**config.mk**
```make
export PLATFORM = sky130hd
export DESIGN_NAME = rmu_merge
export DESIGN_NICKNAME = d
export VERILOG_FILES = /design/src/hw/rtl/rmu_pkg.sv /design/src/hw/rtl/rmu_merge.sv
export SDC_FILE = /design/constraint.sdc
export NUM_CORES = 1
export LEC_CHECK = 0
export BUFFER_PORTS_ARGS = -buffer_cell sky130_fd_sc_hd__buf_2
export CAP_MARGIN = 0
export CORE_AREA = 2 2 177 179
export CTS_BUF_LIST = sky130_fd_sc_hd__clkbuf_8
export DETAILED_ROUTE_END_ITERATION = 12
export DIE_AREA = 0 0 179 181
export GPL_ROUTABILITY_DRIVEN = 1
export PLACE_DENSITY_LB_ADDON = 0.05
export SYNTH_ARGS = -nofsm -noshare
export SYNTH_HDL_FRONTEND = slang
export SYNTH_SLANG_ARGS = --single-unit
```
**constraint.sdc**
```tcl
create_clock -name clk -period 9.9 [get_ports clk]
set_input_delay 0.495 -clock clk [delete_from_list [all_inputs] [get_ports clk]]
set_output_delay 0.495 -clock clk [all_outputs]
set_load 0.005 [all_outputs]
```
**src/hw/rtl/rmu_pkg.sv**
```systemverilog
// ----------------------------------------------------------------------------
// rmu_pkg
// Shared types, constants and helpers of the regret matching unit.
// ----------------------------------------------------------------------------
package rmu_pkg;

	// Number of action slots on the request and result channels.
	localparam int IO_SLOTS = 6;

	localparam logic [15:0] ONE_Q15 = 16'd32768;
	localparam logic [16:0] ONE_Q16 = 17'd65536;

	// Request modes.
	typedef enum logic [1:0] {
		MODE_REGRET  = 2'd0,
		MODE_AVERAGE = 2'd1,
		MODE_CURRENT = 2'd2,
		MODE_READAVG = 2'd3
	} mode_t;

	// Sequencer states of the top level.
	typedef enum logic [2:0] {
		ST_IDLE,
		ST_MUL1,
		ST_MUL2,
		ST_ACC,
		ST_SUM,
		ST_DIVST,
		ST_DIV,
		ST_DONE
	} state_t;

	// Control bundle broadcast to every lane.
	typedef struct packed {
		logic       mul1;
		logic       mul2;
		logic       acc;
		logic       div_start;
		logic       div_step;
		mode_t      mode;
		logic [1:0] shift;
	} lane_ctrl_t;

	// Uniform probability 65536 / n, truncated, for n in 1..6.
	function automatic logic [16:0] uniform_q16(input logic [2:0] n);
		logic [16:0] r;
		unique case (n)
			3'd1: r = 17'd65536;
			3'd2: r = 17'd32768;
			3'd3: r = 17'd21845;
			3'd4: r = 17'd16384;
			3'd5: r = 17'd13107;
			3'd6: r = 17'd10922;
			default: r = 17'd65536;
		endcase
		return r;
	endfunction

endpackage

```
**src/hw/rtl/rmu_merge.sv**
```systemverilog
// ----------------------------------------------------------------------------
// rmu_merge
// Combines the lane terms into one sum, stepping the right shift until the
// running sum stays inside the signed 64-bit range.
// ----------------------------------------------------------------------------
module rmu_merge
	import rmu_pkg::*;
(
	input  logic               clk,
	input  logic               arst_n,
	input  logic               start,
	input  logic [2:0]         n,
	input  logic signed [63:0] terms [IO_SLOTS],
	output logic signed [63:0] sum,
	output logic [1:0]         shift,
	output logic               done
);

	logic               busy_q;
	logic               done_q;
	logic [2:0]         idx_q;
	logic [1:0]         shift_q;
	logic signed [63:0] acc_q;

	logic signed [63:0] t_sel;
	logic signed [63:0] t_shift;
	logic signed [64:0] t_sum;
	logic               ovf;

	// One term per cycle through a single wide adder.
	always_comb begin
		t_sel   = (32'(idx_q) < IO_SLOTS) ? terms[idx_q] : 64'sd0;
		t_shift = t_sel >>> shift_q;
		t_sum   = {acc_q[63], acc_q} + {t_shift[63], t_shift};
		ovf     = t_sum[64] != t_sum[63];
	end

	// Sequencer: restart with a larger shift on overflow.
	always_ff @(posedge clk or negedge arst_n) begin
		if (!arst_n) begin
			busy_q  <= 1'b0;
			done_q  <= 1'b0;
			idx_q   <= '0;
			shift_q <= '0;
			acc_q   <= '0;
		end else if (start) begin
			busy_q  <= 1'b1;
			done_q  <= 1'b0;
			idx_q   <= '0;
			shift_q <= '0;
			acc_q   <= '0;
		end else if (busy_q) begin
			if (ovf) begin
				shift_q <= shift_q + 2'd1;
				idx_q   <= '0;
				acc_q   <= '0;
			end else begin
				acc_q <= t_sum[63:0];
				idx_q <= idx_q + 3'd1;
				if (idx_q + 3'd1 == n) begin
					busy_q <= 1'b0;
					done_q <= 1'b1;
				end
			end
		end
	end

	assign sum   = acc_q;
	assign shift = shift_q;
	assign done  = done_q;

endmodule

```
==> run metrics, run 1 <==
Comb pwr share=between 70 and 80%; commonest cells after routing, fill and taps aside=buf_2, a21oi_1, mux2i_1; top_reg_cell synth=dfrtp_1; gr ovfl total=0; Synth-to-Final Area Change=26.5%; max frequency=around 140 MHz; Worst Clk Skew=0.0116 ns; Fill cells=around 3,200; DP Area=about 13,000 um^2; RR Startpoint=idx_q[0]$_DFFE_PN0P_; hpwl dp=~36,000 um; number of global-route vias before repair=approximately 11,000; count of final setup violators=0; WP data required=between 10 and 15 ns; hold crit path type=in2async; Ys Warns=0; share of cells above drive strength 1=38.9%; drt first pass iters=5; Switching Fraction=52.4%; number of remaining DRC errors=0; Critical Path AT=7.69 ns; total of flip-flops plus latches after synthesis=roughly 70; Worst Setup SP=idx_q[0]$_DFFE_PN0P_; synthesized area per cell=roughly 8.6 um^2; initial antenna violation count=4; detailed-route via count=between 10,000 and 15,000; DR vias/cell=about 5.6; largest net degree at the start of global routing=between 70 and 80; unrepaired setup endpoints after global routing=false; Reg-to-Reg End=idx_q[2]$_DFFE_PN0P_; CTS clk-pin slew, worst paths=approximately 0.090 ns; fin. max-slew vios=0; Crit. End Element=register; Hold-fix buffers, CTS=0; post-synth cell types=64; sequential power share=around 14%; post-route setup slack=2.51 ns; Slew HR=29.1%; commonest non-fill, non-tap cell in the layout=buf_2; Clk pwr share=8.0%; I/O Pins=457; worst reg2reg setup slack=about 2.5 ns; asr flop ratio synth=100%; Vert. Die Dim=~180 um; Crit Path Class=reg2reg; crit path max fanout=37; Startpoint Class=register; post-synthesis sequential area ratio=about 17%; first-pass GRT wire length=between 60,000 and 70,000 um; Final ANT Viol Nets=0; PortBufs=between 400 and 500; Syn Inst Count=1,225; worst-skew pair later-pin latency=around 0.38 ns; Total Die Area=around 32,000 um^2; outcome=finished clean; maxcap violations=0; Post-Route WL=approximately 44,000 um; Switch Pwr=between 1500 and 2000 uW; number of flops mapped to enable cells by yosys=0; post-CTS setup buffers=0; sequential cell area=1790 um^2; Worst R2R Path Depth=24; Multi-input gate area=8330 um^2; final instance area=13,300 um^2; LEAKAGE=0.00609 uW; Final Hold Viols=0; 1st-iter DRT viols=approximately 610; CTS Buf Count=9; GRT Resource Usage Total=roughly a quarter; Max Root-Sink Buffers=2; Starting Density=~35%; fin crit period=7.39 ns; fin crit share=approximately three quarters; PostCTS Resize Cnt=0; sum of negative setup slack=0 ns; GPL Wtd Cong=~1.1; crit path capture=idx_q[2]$_DFFE_PN0P_; std cell rows=64; n_diodes=0; Pwr Density=~260 nW/um^2; TritonCTS clock tree=done; Worst-Margin Slew=roughly 1.1 ns; synthesized cell area=between 10,000 and 15,000 um^2; htree depth=3; Post-Place Worst Slack=2.42 ns; root buffer cell=clkbuf_8; die width=179 um; syn nets=approximately 1,700; Avg WL per Cell=approximately 22 um; Pint=1670 uW; Layout Nets=2,075; post-route core utilization=around 44%; Peak VDD IR=about 0.00013 V; clk sink count=71; CORE AREA=30,300 um^2
## power groups by stage
stage / sequential (uW) / clock [uW] / combinational [uW]
2_1_floorplan: 434 / 0 / 2040
3_3_place_gp: 514 / 0 / 2720
3_5_place_dp: 514 / 0 / 2710
4_1_cts: 509 / 289 / 2730
5_1_grt: 523 / 303 / 3010
6_report: 509 / 282 / 2710
## synth_stat cells, types with 7 or more instances
master,count,area (um^2)
mux2i_1,127,1270
ha_1,67,838
nor2_1,108,405
xnor2_1,39,342
a21oi_1,137,686
nor3_1,10,50.1
xor2_1,24,210
a31oi_1,7,43.8
nand2_1,122,458
o21bai_1,16,120
dfrtp_1,71,1780
clkbuf_1,64,240
inv_1,20,75.1
o21ai_0,103,515
a21o_1,24,180
nand4_1,23,144
nand3_1,16,80.1
mux2_2,61,687
buf_1,14,52.6
mux4_2,64,1440
buf_2,8,40.0
## layout make-up
class / count / share of cell area [%]
tap: 396 / 3.73
inverter: 21 / 0.593
multi-input combinational: 1047 / 62.6
clock inverter: 7 / 0.725
timing repair buffer: 467 / 17.9
clock buffer: 9 / 0.932
sequential: 71 / 13.5
## sequential cells by signal, indices dropped and copies added, names as in the netlist
register  count
busy_q        1
done          1
idx_q         3
shift         2
sum          64
## stage by stage
step                std cells  total power [uW]  hold slack, ns
global route             2018              3830           0.348
global placement         2002              3230           0.494
CTS                      2018              3530           0.306
detailed placement       2002              3230           0.504
finish                   2018              3510           0.281
floorplan                1225              2470           0.199
## worst min-delay path by stage
stage,start,endpoint,cells after the start
floorplan,arst_n,busy_q$_DFF_PN0_,0
global placement,sum[37]$_DFFE_PN0P_,sum[37]$_DFFE_PN0P_,2
detailed placement,sum[40]$_DFFE_PN0P_,sum[40]$_DFFE_PN0P_,2
CTS,arst_n,sum[57]$_DFFE_PN0P_,1
global route,arst_n,sum[57]$_DFFE_PN0P_,1
finish,arst_n,sum[57]$_DFFE_PN0P_,1
## layer usage
metal	routed length [um]	track usage (%)
met1	21000	38.3
met2	20400	42.8
met3	2180	3.83
met4	593	4.29
met5	33	0
## worst max-delay path, cell delays in order (launching register included)
cell and delay, ns:
dfrtp_4 0.77, buf_4 0.52, mux2i_1 0.34, nor2_1 0.07, a21oi_1 0.39, mux2i_1 0.18
mux2_2 0.30, ha_1 0.39, a21o_1 0.23, a31o_2 0.22, a221o_1 0.38, or3_1 0.37
o21ai_2 0.26, o211ai_1 0.23, a221oi_2 0.43, o21ai_1 0.16, nand2_1 0.10, a31o_2 0.15
ha_1 0.24, nor2_1 0.15, nand2_1 0.56, buf_4 0.50, nor2_1 0.12, o21ai_0 0.08
o21ai_0 0.12
## logic make-up after synthesis
family / after synthesis / share of synthesized area (%)
buf+inv: 107 / 3.92
mux: 252 / 32.4
fa+ha+maj: 68 / 8.17
simple gates: 316 / 13.5
flops: 71 / 16.9
xor+xnor: 63 / 5.25
compound gates: 348 / 19.9
Note: power is estimated with default switching activity, not from simulation.
==> run 2: changes to the inputs <==
==> constraint.sdc (replaced) <==
create_clock -name clk -period 7.7 [get_ports clk]
set_input_delay 0.385 -clock clk [delete_from_list [all_inputs] [get_ports clk]]
set_output_delay 0.385 -clock clk [all_outputs]
set_load 0.005 [all_outputs]
==> run 2 against run 1 <==
Via count decreased by 0.38%. Flip-flop and latch count unchanged. First-iteration DRC count grew 17%. Clock power grew 17%. Cell area grew 0.87%. Worst hold slack worse by 0.0051 ns. Global-route usage up 0.24 points. Final cell count increased by 0.59%.
==> run metrics, run 2 (synthesis gave the netlist of run 1 again) <==
Worst-Margin Slew=0.958 ns (-0.105 ns); busiest grt layer=met2; commonest non-fill, non-tap cell in the layout=buf_2; n_diodes=0 (unchanged); Worst R2R Path Depth=22 (-8.3%); std cell rows=64 (unchanged); TritonCTS clock tree=done; first-pass GRT wire length=66,600 um (+0.59%); 1st-iter DRT viols=712 (+17%); Peak VDD IR=0.000159 V (+19%); met1 GRT Util=39.1% (+0.76 points); crit path max fanout=27 (-27%); Fill cells=3,105 (-3.8%); drt first pass iters=5 (unchanged); detailed-route via count=11,176 (-0.38%); unrepaired setup endpoints after global routing=false; maxcap violations=0 (unchanged); Synth-to-Final Area Change=27.6%; Slew HR=36.1% (+7.0 points); Final Hold Viols=0 (unchanged); clk sink count=71 (unchanged); Crit. End Element=register; fin. max-slew vios=0 (unchanged); Pwr Density=336 nW/um^2 (+27%); WP data required=7.90 ns (-2.29 ns); post-CTS setup buffers=0 (unchanged); htree depth=3 (unchanged); CTS clk-pin slew, worst paths=0.09 ns (about the same); Post-Place Worst Slack=1.06 ns (-1.36 ns); initial antenna violation count=1 (-3); die width=179 um (unchanged); GR Util met2=43.5% (+0.74 points); fin crit share=87.8% (+13 points); Layout Nets=2,088 (+0.63%); Starting Density=34.6% (unchanged); number of remaining DRC errors=0 (unchanged); Critical Path AT=6.96 ns (-0.73 ns); LEAKAGE=0.00616 uW (+1.2%); GRT Resource Usage Total=26.9% (+0.24 points); GPL Wtd Cong=0.970 (-9.0%); sum of negative setup slack=0 ns (unchanged); Crit Path Class=reg2reg; Vert. Die Dim=181 um (unchanged); Total Die Area=32,400 um^2 (unchanged); DR vias/cell=5.51 (-0.97%); largest net degree at the start of global routing=68 (-5.6%); Hold Path Cell Cnt=2; Final ANT Viol Nets=0 (unchanged); hold crit path type=in2reg; commonest cells after routing, fill and taps aside=buf_2, a21oi_1, mux2i_1; Post-Route WL=44,200 um (about the same); max reg flops=64 (unchanged); root buffer cell=clkbuf_8; Worst Clk Skew=0.0156 ns (+0.00404 ns); number of global-route vias before repair=11,258 (+0.74%); Pwr Total=4510 uW (+29%); CORE AREA=30,300 um^2 (unchanged); CTS Buf Count=9 (unchanged); I/O Pins=457 (unchanged); gr ovfl total=0 (unchanged); met3 Use GR=3.49% (-0.34 points); fin crit period=6.76 ns (-0.635 ns); post-route core utilization=44.2% (+0.38 points); hpwl dp=37,400 um (+2.8%); Startpoint Class=register; Max Root-Sink Buffers=2 (unchanged); share of cells above drive strength 1=39.3% (+0.39 points); PortBufs=456 (unchanged); outcome=finished clean; Avg WL per Cell=21.8 um (-0.65%); worst-skew pair later-pin latency=0.39 ns (about the same); count of final setup violators=0 (unchanged); post-route setup slack=0.941 ns (-1.56 ns); max frequency=148 MHz (+9.4%)
## run 2: changes by cell type in the layout (fill, tap and decap cells not counted), sizes merged
cell         previous run  this run
buf                   467       479
clkinvlp                2         1
inv                    23        22
bufinv                  2         1
clkbuf                  9        11
dlygate4sd3             0         1
## run 2: metrics by stage
stage	cell area [um^2]	hold slack (ns)	cells
2_1_floorplan	10500	0.0894	1225
3_3_place_gp	13200	0.338	2014
3_5_place_dp	13200	0.341	2014
4_1_cts	13400	0.249	2030
5_1_grt	13400	0.266	2030
6_report	13400	0.276	2030
## run 2: area by class of cell
| class | count | area [um^2] | area share [%] |
|---|---|---|---|
| timing repair buffer | 480 | 2520 | 18.8 |
| sequential | 71 | 1790 | 13.3 |
| multi-input combinational | 1047 | 8330 | 62.1 |
| inverter | 21 | 78.8 | 0.588 |
| tap | 396 | 495 | 3.70 |
| clock buffer | 11 | 151 | 1.13 |
| clock inverter | 4 | 46.3 | 0.345 |
## run 2: worst paths after layout
kind	startpoint	slack [ns]	endpoint
min in group asynchronous	arst_n	0.50	sum[56]$_DFFE_PN0P_
setup reg to reg	idx_q[0]$_DFFE_PN0P_	0.94	idx_q[0]$_DFFE_PN0P_
hold / removal	start	0.28	shift[0]$_DFFE_PN0P_
setup / recovery	idx_q[0]$_DFFE_PN0P_	0.94	idx_q[0]$_DFFE_PN0P_
max in group asynchronous	arst_n	6.22	shift[1]$_DFFE_PN0P_
hold reg to reg	sum[40]$_DFFE_PN0P_	0.52	sum[40]$_DFFE_PN0P_
## run 2: report_power, final
| part | leakage [uW] | switching [uW] | internal, uW | total [uW] |
|---|---|---|---|---|
| combinational | 0.00512 | 2020 | 1500 | 3530 |
| clock | 0.000103 | 165 | 164 | 329 |
| sequential | 0.000946 | 167 | 483 | 649 |
## run 2: per-layer routing
layer	up-vias	part of all wire, %	wire (um)
met5	-	0	0
met3	16	4.9	2180
met1	5478	48	21100
met4	0	0.64	283
met2	281	47	20600
li1	5401	-	-
## run 2: repair_timing
action / in CTS / in global routing
gates resized for setup: 0 / 0
hold buffers: 1 / 0
hold endpoints to repair: 27 / 0
## run 2: worst max-delay path, cell delays in order (launching register included)
cell      delay, ns
dfrtp_4        0.67
buf_12         0.24
buf_4          0.30
mux4_2         0.54
a21oi_1        0.31
mux2i_1        0.14
mux2_2         0.31
ha_1           0.33
a21oi_1        0.13
o221a_4        0.31
nor3_4         0.21
o211ai_1       0.12
and3b_4        0.24
o41ai_4        0.40
a21oi_2        0.14
o221a_4        0.30
o21ai_0        0.20
xor2_1         0.16
ha_1           0.27
nor2_1         0.17
nand2_1        0.11
buf_4          0.25
o21ai_0        0.66
==> run 3: changes to the inputs <==
--- a/config.mk
+++ b/config.mk
@@ -8,11 +8,12 @@
 export BUFFER_PORTS_ARGS = -buffer_cell sky130_fd_sc_hd__buf_2
 export CAP_MARGIN = 0
 export CORE_AREA = 2 2 177 179
-export CTS_BUF_LIST = sky130_fd_sc_hd__clkbuf_8
+export CTS_BUF_LIST = sky130_fd_sc_hd__clkbuf_4 sky130_fd_sc_hd__clkbuf_8 sky130_fd_sc_hd__clkbuf_16
 export DETAILED_ROUTE_END_ITERATION = 12
 export DIE_AREA = 0 0 179 181
 export GPL_ROUTABILITY_DRIVEN = 1
 export PLACE_DENSITY_LB_ADDON = 0.05
+export RECOVER_POWER = 50
 export SYNTH_ARGS = -nofsm -noshare
 export SYNTH_HDL_FRONTEND = slang
 export SYNTH_SLANG_ARGS = --single-unit
==> run 3 against run 2 <==
Via count increased by 0.25%. The flow now finishes with violations (capacitance limit, slew limit). Setup slack got worse by 0.045 ns. Non-clock buffer count stayed put. First-iteration DRC count shrank 9.4%. Sequential power about the same.
==> run metrics, run 3 (synthesis gave the netlist of run 1 again) <==
fin crit period=6.80 ns (+0.0447 ns); Max Root-Sink Buffers=2 (unchanged); CTS clk-pin slew, worst paths=0.06 ns (-0.03 ns); share of cells above drive strength 1=35.7% (-3.6 points); Worst-Margin Slew=2.61 ns (+1.65 ns); n_diodes=0 (unchanged); TritonCTS clock tree=done; failing checks=capacitance limit, slew limit; I/O Pins=457 (unchanged); commonest cells after routing, fill and taps aside=buf_2, a21oi_1, mux2i_1; Crit. End Element=register; initial antenna violation count=1 (unchanged); maxcap violations=2 (+2); Startpoint Class=register; CORE AREA=30,300 um^2 (unchanged); sequential power share=14.1% (-0.3 points); LEAKAGE=0.00597 uW (-3.2%); Final ANT Viol Nets=0 (unchanged); Worst Min Path Start=start; Pwr Density=343 nW/um^2 (+2.1%); fin crit share=88.4% (+0.58 points); worst reg2reg setup slack=0.90 ns (-0.04 ns); CTS Buf Count=9 (unchanged); hold crit path type=in2reg; number of remaining DRC errors=0 (unchanged); Worst Clk Skew=0.00818 ns (-0.00744 ns); Post-Place Worst Slack=1.06 ns (unchanged); Pint=2240 uW (+4.1%); Comb pwr share=76.1% (-2.2 points); Critical Path AT=6.97 ns (about the same); 1st-iter DRT viols=645 (-9.4%); htree depth=3 (unchanged); Worst Path Buf+Inv=3 (unchanged); WP data required=7.87 ns (-0.03 ns); worst-skew pair later-pin latency=0.36 ns (-0.03 ns); crit path max fanout=27 (unchanged); Slew HR=-74.1% (-110 points); Peak VDD IR=0.000198 V (+25%); Switch Pwr=2370 uW (+0.69%); number of global-route vias before repair=11,276 (+0.16%); count of final setup violators=0 (unchanged); DR vias/cell=5.52 (+0.25%); max frequency=147 MHz (-0.66%); Post-Route WL=44,200 um (about the same); Synth-to-Final Area Change=27.8%; unrepaired setup endpoints after global routing=false; gr ovfl total=0 (unchanged); outcome=finished with violations; die width=179 um (unchanged); std cell rows=64 (unchanged); fin. max-slew vios=74 (+74); GPL Wtd Cong=0.970 (unchanged); drt first pass iters=5 (unchanged); PostCTS Resize Cnt=0 (unchanged); Fill cells=3,113 (+0.26%); Crit path max-delay family=compound AO/OA/AOI/OAI gates; detailed-route via count=11,204 (+0.25%); crit-path max cell delay=0.67 ns (about the same); clk sink count=71 (unchanged); largest net degree at the start of global routing=68 (unchanged); sum of negative setup slack=0 ns (unchanged); PortBufs=456 (unchanged); Worst Setup SP=idx_q[0]$_DFFE_PN0P_; Starting Density=34.6% (unchanged); Layout Nets=2,088 (unchanged); post-route setup slack=0.897 ns (-0.0447 ns); RR Startpoint=idx_q[0]$_DFFE_PN0P_; worst-path cell chain=buf_12 > buf_4 > mux4_2 > a21oi_1 > mux2i_1 > mux2_2 > ha_1 > a21oi_1 > o221a_4 > nor3_4 > o211ai_1 > and3b_4 > o41ai_4 > a21oi_2 > o221a_4 > o21ai_0 > xor2_1 > ha_1 > nor2_1 > nand2_1 > buf_4 > o21ai_0; Switching Fraction=51.4% (-0.84 points); first-pass GRT wire length=66,700 um (+0.20%); Total Die Area=32,400 um^2 (unchanged); hpwl dp=37,400 um (unchanged); CP max-delay cell=o21ai_0; Vert. Die Dim=181 um (unchanged); Avg WL per Cell=21.8 um (about the same); Final Hold Viols=0 (unchanged); max reg flops=64 (unchanged); Crit Path Class=reg2reg; Clk pwr share=9.7% (+2.4 points); root buffer cell=clkbuf_16; commonest non-fill, non-tap cell in the layout=buf_2; GRT Resource Usage Total=26.9% (+0.053 points)
## run 3: cell types whose count changed in the layout (fill, tap and decap cells not counted), sizes merged
cell	previous run	this run
buf	479	419
clkbuf	11	72
inv	22	21
## run 3: area by class of cell
class	instances	area [um^2]	area share (%)
multi-input cells	1047	8330	62.0
clock inverters	3	42.5	0.317
repair buffers	480	2440	18.1
clock buffers	12	260	1.94
well taps	396	495	3.69
flip-flops and latches	71	1790	13.3
inverters	21	78.8	0.587
## run 3: repair_timing
action,in CTS,in global routing
hold buffers,1,0
endpoints found under the setup margin,0,0
hold endpoints to repair,27,0
setup buffers,0,0
## run 3: metal layers
metal / share of wire (%) / global-route usage [%]
met5: 0 / 0
met4: 0.68 / 3.61
met3: 5.0 / 3.43
met2: 47 / 43.5
met1: 48 / 39.1
## run 3: path summary, 6_finish.rpt
kind / end / cells after the start
max: idx_q[0]$_DFFE_PN0P_ / 22
min: shift[0]$_DFFE_PN0P_ / 2
min in group asynchronous: sum[56]$_DFFE_PN0P_ / 2
max reg2reg: idx_q[0]$_DFFE_PN0P_ / 22
min reg2reg: sum[37]$_DFFE_PN0P_ / 2
max in group asynchronous: shift[1]$_DFFE_PN0P_ / 3
## run 3: power by group through the flow
stage               combinational (uW)  clock (uW)  sequential (uW)
floorplan                         2620           0              558
global placement                  3530           0              657
detailed placement                3530           0              656
CTS                               3540         462              650
global route                      3900         471              670
finish                            3510         448              652
## run 3: through the flow
step	power, uW	cell area, um^2	utilization (%)	hold WS [ns]	instances
global placement	4190	13200	43.5	0.338	2014
detailed placement	4180	13200	43.5	0.341	2014
CTS	4650	13500	44.5	0.292	2030
global route	5040	13400	44.2	0.311	2030
finish	4610	13400	44.2	0.309	2030
floorplan	3180	10500	-	0.0894	1225
